$ cat src/rtl/tcb_pkg.sv
// Shared types and constants of the text cell buffer.
package tcb_pkg;

  localparam int TCB_MAX_COLS  = 128;
  localparam int TCB_MAX_ROWS  = 64;
  localparam int TCB_CELL_BITS = 16;

  // signed width for coordinate plus scroll amount (covers 256 columns)
  localparam int TCB_SUM_W = 12;

  localparam int TCB_CFG_AW  = 2;
  localparam int TCB_CFG_DW  = 16;
  localparam int TCB_PORT_CW = 16;

  localparam logic [7:0]  TCB_COLS_RST  = 8'd80;
  localparam logic [6:0]  TCB_ROWS_RST  = 7'd25;
  localparam logic [15:0] TCB_CLEAR_RST = 16'd0;

  typedef enum logic [1:0] {
    FN_PUT    = 2'd0,
    FN_GET    = 2'd1,
    FN_CLEAR  = 2'd2,
    FN_SCROLL = 2'd3
  } tcb_func_t;

  typedef enum logic [TCB_CFG_AW-1:0] {
    CFG_COLS  = 2'd0,
    CFG_ROWS  = 2'd1,
    CFG_CLEAR = 2'd2
  } tcb_cfg_t;

  typedef enum logic {
    ST_IDLE = 1'b0,
    ST_GET  = 1'b1
  } tcb_state_t;

  typedef struct packed {
    logic busy;
    logic rd_en;
    logic wr_en;
  } tcb_walk_ctl_t;

endpackage

$ cat src/rtl/tcb_walker.sv
// Cell walker for clear, scroll and the post-reset clearing pass.
module tcb_walker import tcb_pkg::*; #(
  parameter int MAX_COLS  = TCB_MAX_COLS,
  parameter int MAX_ROWS  = TCB_MAX_ROWS,
  parameter int CELL_BITS = TCB_CELL_BITS,
  parameter int XW        = 8,
  parameter int YW        = 7,
  parameter int AW        = 13
) (
  input  logic                 clk,
  input  logic                 rst_n,
  input  logic                 start,
  input  logic [XW-1:0]        start_w,
  input  logic [YW-1:0]        start_h,
  input  logic signed [7:0]    start_dr,
  input  logic signed [8:0]    start_dc,
  input  logic [CELL_BITS-1:0] start_fill,
  input  logic                 start_force,
  input  logic [CELL_BITS-1:0] rdata,
  output tcb_walk_ctl_t        ctl,
  output logic [AW-1:0]        rd_addr,
  output logic [AW-1:0]        wr_addr,
  output logic [CELL_BITS-1:0] wr_data
);

  localparam int SW = TCB_SUM_W;
  localparam logic signed [SW-1:0] ColLim = SW'(MAX_COLS);
  localparam logic signed [SW-1:0] RowLim = SW'(MAX_ROWS);

  logic                 act_r, act_nxt;
  logic [XW-1:0]        x_r, x_nxt, w_r;
  logic [YW-1:0]        y_r, y_nxt, h_r;
  logic signed [SW-1:0] dr_r, dc_r;
  logic [CELL_BITS-1:0] fill_r;
  logic                 force_r, desc_r;
  logic                 p2_v_r;
  logic                 p2_ok_r;
  logic [AW-1:0]        p2_addr_r;

  logic signed [SW-1:0] dr_ext, dc_ext, dr_cl, dc_cl;
  logic signed [SW-1:0] sx, sy;
  logic                 src_ok, last;
  logic [AW-1:0]        dst_addr;

  // clamp scroll amounts
  always_comb begin
    dr_ext = SW'(start_dr);
    dc_ext = SW'(start_dc);
    dr_cl  = dr_ext;
    dc_cl  = dc_ext;
    if (dr_ext > RowLim) dr_cl = RowLim;
    else if (dr_ext < -RowLim) dr_cl = -RowLim;
    if (dc_ext > ColLim) dc_cl = ColLim;
    else if (dc_ext < -ColLim) dc_cl = -ColLim;
  end

  // source of the current destination cell
  always_comb begin
    sx = $signed({{(SW-XW){1'b0}}, x_r}) + dc_r;
    sy = $signed({{(SW-YW){1'b0}}, y_r}) + dr_r;
    src_ok = !force_r && (sx >= 0) && (sx < $signed({{(SW-XW){1'b0}}, w_r}))
             && (sy >= 0) && (sy < $signed({{(SW-YW){1'b0}}, h_r}));
    rd_addr  = AW'(int'(sy[YW-1:0]) * MAX_COLS + int'(sx[XW-1:0]));
    dst_addr = AW'(int'(y_r) * MAX_COLS + int'(x_r));
  end

  // walk order follows the scroll direction so no source is overwritten early
  always_comb begin
    act_nxt = act_r;
    x_nxt   = x_r;
    y_nxt   = y_r;
    if (desc_r) begin
      last = (x_r == '0) && (y_r == '0);
    end else begin
      last = (x_r == w_r - 1'b1) && (y_r == h_r - 1'b1);
    end
    if (act_r) begin
      if (last) begin
        act_nxt = 1'b0;
      end else if (desc_r) begin
        if (x_r == '0) begin
          x_nxt = w_r - 1'b1;
          y_nxt = y_r - 1'b1;
        end else begin
          x_nxt = x_r - 1'b1;
        end
      end else begin
        if (x_r == w_r - 1'b1) begin
          x_nxt = '0;
          y_nxt = y_r + 1'b1;
        end else begin
          x_nxt = x_r + 1'b1;
        end
      end
    end
  end

  always_ff @(posedge clk) begin
    if (!rst_n) begin
      act_r   <= 1'b1;
      x_r     <= '0;
      y_r     <= '0;
      w_r     <= XW'(MAX_COLS);
      h_r     <= YW'(MAX_ROWS);
      dr_r    <= '0;
      dc_r    <= '0;
      fill_r  <= '0;
      force_r <= 1'b1;
      desc_r  <= 1'b0;
      p2_v_r  <= 1'b0;
    end else begin
      p2_v_r <= act_r;
      if (start) begin
        act_r   <= (start_w != '0) && (start_h != '0);
        w_r     <= start_w;
        h_r     <= start_h;
        dr_r    <= dr_cl;
        dc_r    <= dc_cl;
        fill_r  <= start_fill;
        force_r <= start_force;
        desc_r  <= (dr_cl < 0) || ((dr_cl == 0) && (dc_cl < 0));
        if ((dr_cl < 0) || ((dr_cl == 0) && (dc_cl < 0))) begin
          x_r <= start_w - 1'b1;
          y_r <= start_h - 1'b1;
        end else begin
          x_r <= '0;
          y_r <= '0;
        end
      end else begin
        act_r <= act_nxt;
        x_r   <= x_nxt;
        y_r   <= y_nxt;
      end
    end
  end

  always_ff @(posedge clk) begin
    p2_ok_r   <= src_ok;
    p2_addr_r <= dst_addr;
  end

  assign ctl.busy  = act_r | p2_v_r;
  assign ctl.rd_en = act_r & src_ok;
  assign ctl.wr_en = p2_v_r;
  assign wr_addr   = p2_addr_r;
  assign wr_data   = p2_ok_r ? rdata : fill_r;

endmodule

$ cat config.mk
export PLATFORM = sky130hd
export DESIGN_NAME = tcb_walker
export DESIGN_NICKNAME = d
export VERILOG_FILES = /design/src/rtl/tcb_pkg.sv /design/src/rtl/tcb_walker.sv
export SDC_FILE = /design/constraint.sdc
export NUM_CORES = 1
export LEC_CHECK = 0
export BUFFER_PORTS_ARGS = -buffer_cell sky130_fd_sc_hd__buf_2
export CORE_ASPECT_RATIO = 1.2
export CORE_MARGIN = 2
export CORE_UTILIZATION = 56
export CTS_CLUSTER_SIZE = 30
export DETAILED_ROUTE_END_ITERATION = 8
export GPL_ROUTABILITY_DRIVEN = 0
export PLACE_DENSITY = 0.81
export SYNTH_ARGS = -nofsm -noshare
export SYNTH_HDL_FRONTEND = slang
export SYNTH_SLANG_ARGS = --single-unit
$ cat constraint.sdc
create_clock -name clk -period 4.06 [get_ports clk]
set_input_delay 0.203 -clock clk [delete_from_list [all_inputs] [get_ports clk]]
set_output_delay 0.203 -clock clk [all_outputs]
set_load 0.01 [all_outputs]
Word-level counts from Yosys, hierarchy flattened
Cells that the tools add are included.
Widths: inputs -> output; s select.

storage, ports and cells
  flip-flop bits (word level) = 88
  latch bits = 0
  bits in writable memories = 0
  bits in read-only memories = 0
  input port bits = 68
  output and inout port bits = 45
  word-level logic and storage cells = 83
  memories = 0

operators by class
  $add $sub $neg = 12
  multiply operators = 0
  divide/modulo/power cells = 0
  $lt $le $gt $ge = 10
  equal/unequal tests = 4
  shifts and indexed selects = 0
  mux-type cells = 23
  bitwise gates (word level) = 2
  reduce and logical (&&, ||, !) cells = 19

operator list
  operator             number
  $mux 8               7
  $mux 7               7
  $mux 12              4
  $logic_not 32->1     1
  $add 13x8->13        2
  $ge 12x1->1 const B  2
  $lt 12x1->1 const B  2
  $sub 8x1->8 const B  3
  $sub 7x1->7 const B  3
  $mux 16              1
  $add 8x12->12        1
  $add 9x12->12        1
  $lt 12x8->1          1
  $lt 12x9->1          1
  $gt 9x9->1 const B   1
  $lt 9x8->1 const B   1
  $add 8x1->8 const B  1
  $eq 8x8->1           1
  $gt 8x8->1 const B   1
  $logic_and 1x1->1    8
  $logic_not 8->1      1
  $lt 8x7->1 const B   1
  $reduce_bool 8->1    1
  $add 7x1->7 const B  1
  other kinds (14)     17

Longest topological paths before layout
  depth in word-level cells = 8
  depth in mapped cells = 16
  gate-level depth less buffers = 16

Least setup slack after synthesis
No wires, ideal clock.

  path kind = register to output
  from = register x_r[0]
  to = output port ctl[1] (netlist bit)
  arrival time = 2923 ps
  data required time = 3857 ps
  path slack = 934 ps
  cell stages (with the launch flop) = 14
  path buffers = 0
  cell sequence = dfxtp_1 ha_1 fa_1 a21o_1 a21oi_1 o21bai_1 a21oi_1 xnor2_1 ha_1 nor2b_1 o21ai_0 o211ai_1 nor4b_1 and2_1

RTL lines
  what                    RTL line           text
  start, declared         tcb_walker.sv:31   logic [XW-1:0] x_r, x_nxt, w_r;
  start signal, assigned  tcb_walker.sv:123  x_r <= start_w - 1'b1;
  start signal, assigned  tcb_walker.sv:131  x_r <= x_nxt;
  end, declared           tcb_walker.sv:20   output tcb_walk_ctl_t ctl,

==> results by group <==
Critical path
  • Length in cells of the worst reg-to-reg path: 9
  • Crit path launch: y_r[0]
  • Maximum net fanout on the critical path: 8
  • Reg2Reg Launch Point: w_r[0]
  • Setup crit start kind: register
  • Endpoint type of the worst setup path: output pin
  • Worst EP arrival: 3620 ps
  • End of the worst register-to-register path: y_r[0]
  • Worst endpoint required time: roughly 3900 ps
  • Critical path class: register to output pin
  • Crit path capture: ctl[1]
  • Internal reg-to-reg setup slack: between 900 and 1000 ps

Timing
  • Setup-failing EPs final: 0
  • Worst relative slew slack: 0.3672
  • Hold_ws: 90.38 ps
  • Final hold viol count: 0
  • Setup skew after layout: roughly 5.4 ps
  • Max Freq: 261.8 MHz
  • Fin crit period: approximately 3800 ps
  • Slew at the pin closest to its max-slew limit: ~950 ps
  • Number of pins exceeding their max-slew limit in the final report: 0
  • Aggregate negative setup slack: 0 ps
  • Period utilization: 0.9407
  • Unrepaired setup endpoints after global routing: false

Drt
  • Detailed router's first-iteration violation count: approximately 380
  • Via count: 5,086
  • Detailed Route WL: ~15,000 um
  • Via/cell ratio: a little under 6
  • Drt pass-1 iters: 5
  • Post-DR wirelength/cell: approximately 17 um
  • Number of design rule violations left after detail routing: 0
  • Detail Route Antenna Nets: 0

Pwr
  • Pwr Density: approximately 370 nW/um^2
  • Static Leakage: about 0.0031 uW
  • Maximum ir drop on the vdd rail: between 0.2 and 0.25 mV

Place
  • Instance area at placement: about 6200 um^2
  • Buffers added on ports: about 110
  • Placed wire-length estimate after detailed placement: 11,070 um

Synth
  • Largest cells by area after synthesis: sky130_fd_sc_hd__dfxtp_1 29%, sky130_fd_sc_hd__ha_1 10%, sky130_fd_sc_hd__mux2i_1 7.3%, sky130_fd_sc_hd__nor2_1 5.2%, sky130_fd_sc_hd__xnor2_1 5.2%
  • Post-synth top area share: 0.2892
  • Yosys warning count: 0
  • Number of unique standard cell types used by synthesis: 66
  • List of most frequent post-synthesis cells: 81 x sky130_fd_sc_hd__dfxtp_1, 77 x sky130_fd_sc_hd__nor2_1, 45 x sky130_fd_sc_hd__ha_1
  • Sequential element share of the synthesized area: 0.2892
  • Share of async-settable or async-resettable flops after synthesis: 0
  • Post-synth EDFFs: 0
  • Largest area contributor in the synthesized netlist: sky130_fd_sc_hd__dfxtp_1
  • Synthesized netlist cell count: ~650
  • Average instance area after synthesis: 8.588 um^2
  • Net count after synthesis: roughly 770
  • Number of flip-flops and latches in the synthesized netlist: 81
  • Dominant synthesized flop cell: sky130_fd_sc_hd__dfxtp_1
  • Most common cell in the synthesized netlist: sky130_fd_sc_hd__dfxtp_1
  • Synth Cell Area: roughly 5600 um^2

CTS
  • Cell at the root of the clock tree: sky130_fd_sc_hd__clkbuf_16
  • Post-CTS resize count: 0
  • Total clock buffers created by CTS: 9
  • Maximum clock insertion buffer count: 2
  • Number of buffers inserted for hold repair after clock tree synthesis: 0
  • TritonCTS clock tree: done
  • Setup fix buffers added after clock tree synthesis: 0
  • Sink Count: 81
  • Clock slew at reported path FFs: 60 ps
  • H-tree depth: 3
  • Later-pin clock latency in the skew report: about 340 ps

Final layout
  • Fraction of final layout cells sized beyond drive strength 1: 0.2307
  • Inserted Diodes: 0
  • Final Net Count: roughly 860
  • Area growth from synthesis to final layout: 16.20%
  • Final cell area excluding filler cells: ~6500 um^2
  • Fill cell instance count of the final layout: 762

GRT
  • Via count of the first global-routing pass: ~4,900
  • Global-route wire length before repair: between 20,000 and 25,000 um
  • Overall track demand over capacity in global routing: 0.2762
  • Initial antenna violation count: 0
  • Pin count of the biggest net entering global routing: just under 80
  • Leftover overflow at the end of global routing: 0

Flow run
  • Number of violations of the max-capacitance limit: 0

Die
  • Width of the die: 95.35 um
  • Row count: 40
  • Height of the chip: about 110 um
  • Core region area: roughly 9900 um^2
  • Number of I/O pins: 113
  • Die Footprint: 10,830 um^2
  • Starting density of the core: 0.5688

Worst hold path
  • Worst hold path startpoint: start_force
  • Hold Path Class: primary input to register

Run status
  • Status: finished, final reports clean
[cells by family (layout without fill, tap and decap cells)]
group / after synthesis / count (layout) / share of synthesized area
muxes: 58 / 58 / 0.1073
adders and majority gates: 48 / 48 / 0.1111
DFF: 81 / 81 / 0.2892
AOI/OAI and AO/OA: 121 / 121 / 0.1388
and+or+nand+nor: 215 / 215 / 0.1970
xor gates and xnor gates: 61 / 61 / 0.1026
buffers and inverters: 69 / 166 / 0.05399
[per-layer routing]
metal | global-route usage | share of wire | up-vias | routed length, um
li1 | - | - | 2481 | -
met1 | 0.3253 | 0.39 | 2331 | 5699
met2 | 0.4568 | 0.49 | 219 | 7228
met3 | 0.05482 | 0.072 | 55 | 1050
met4 | 0.1691 | 0.048 | 0 | 698
met5 | 0 | 0 | - | 0
[critical path, stage by stage (launching register included)]
cell,delay (ps)
sky130_fd_sc_hd__dfxtp_4,390
sky130_fd_sc_hd__ha_1,190
sky130_fd_sc_hd__inv_1,60
sky130_fd_sc_hd__fa_1,400
sky130_fd_sc_hd__nor2b_1,120
sky130_fd_sc_hd__o21ai_0,100
sky130_fd_sc_hd__nand2b_1,160
sky130_fd_sc_hd__a21o_1,150
sky130_fd_sc_hd__a21oi_1,80
sky130_fd_sc_hd__xnor2_1,150
sky130_fd_sc_hd__ha_1,330
sky130_fd_sc_hd__a21oi_1,160
sky130_fd_sc_hd__nand3_1,100
sky130_fd_sc_hd__a211oi_2,160
sky130_fd_sc_hd__o211ai_1,160
sky130_fd_sc_hd__nor4b_2,290
sky130_fd_sc_hd__and2_1,160
sky130_fd_sc_hd__buf_2,120
[state kept, by name, summed over array words and instances, names as in the netlist, 7 cells and up]
name,cells
y_r,7
x_r,8
wr_addr,13
h_r,7
dc_r,9
w_r,8
dr_r,8
fill_r,16
[area by class of cell]
type	instances	area, um^2	area share
inverter	35	131.4	0.02016
tap	126	157.7	0.02419
clock inverter	6	83.83	0.01286
timing repair buffer	116	590.6	0.09063
sequential	81	1629	0.2500
multi-input combinational	503	3699	0.5676
clock buffer	9	225.2	0.03456
[worst min-delay path by stage]
stage                          to  slack [ps]  cells after the start
after global placement    force_r         430                      3
after CTS                 force_r          90                      3
after detailed placement  force_r         450                      3
after floorplan           force_r         330                      2
after global routing      force_r          90                      3
final                     force_r          90                      3
[through the flow]
step	setup slack (ps)	utilization	power, uW	cells
floorplan	934.5	-	1376	653
global placement	659.7	0.6273	1544	861
detailed placement	398.3	0.6273	1567	861
CTS	45.40	0.6586	2435	876
global route	26.24	0.6609	2551	876
finish	240.8	0.6609	2430	876
[layout by cell type, fill, tap and decap left out, types with 15 or more instances in the layout]
cell type	count
sky130_fd_sc_hd__xnor2_1	33
sky130_fd_sc_hd__nor2_1	77
sky130_fd_sc_hd__nand2_1	34
sky130_fd_sc_hd__a21oi_1	43
sky130_fd_sc_hd__nand3_1	23
sky130_fd_sc_hd__buf_2	112
sky130_fd_sc_hd__nand2b_1	15
sky130_fd_sc_hd__mux2i_1	41
sky130_fd_sc_hd__ha_1	45
sky130_fd_sc_hd__xor2_1	25
sky130_fd_sc_hd__inv_1	35
sky130_fd_sc_hd__mux2_2	16
sky130_fd_sc_hd__dfxtp_1	77
[power breakdown]
group | switching, uW | internal, uW | total [uW] | leakage [uW]
Sequential | 75.5 | 850 | 926 | 0.000668
Combinational | 345 | 295 | 640 | 0.00228
Clock | 331 | 533 | 864 | 0.000155
Total | 752 | 1680 | 2430 | 0.00310
Note: power is estimated with default switching activity, not from simulation.
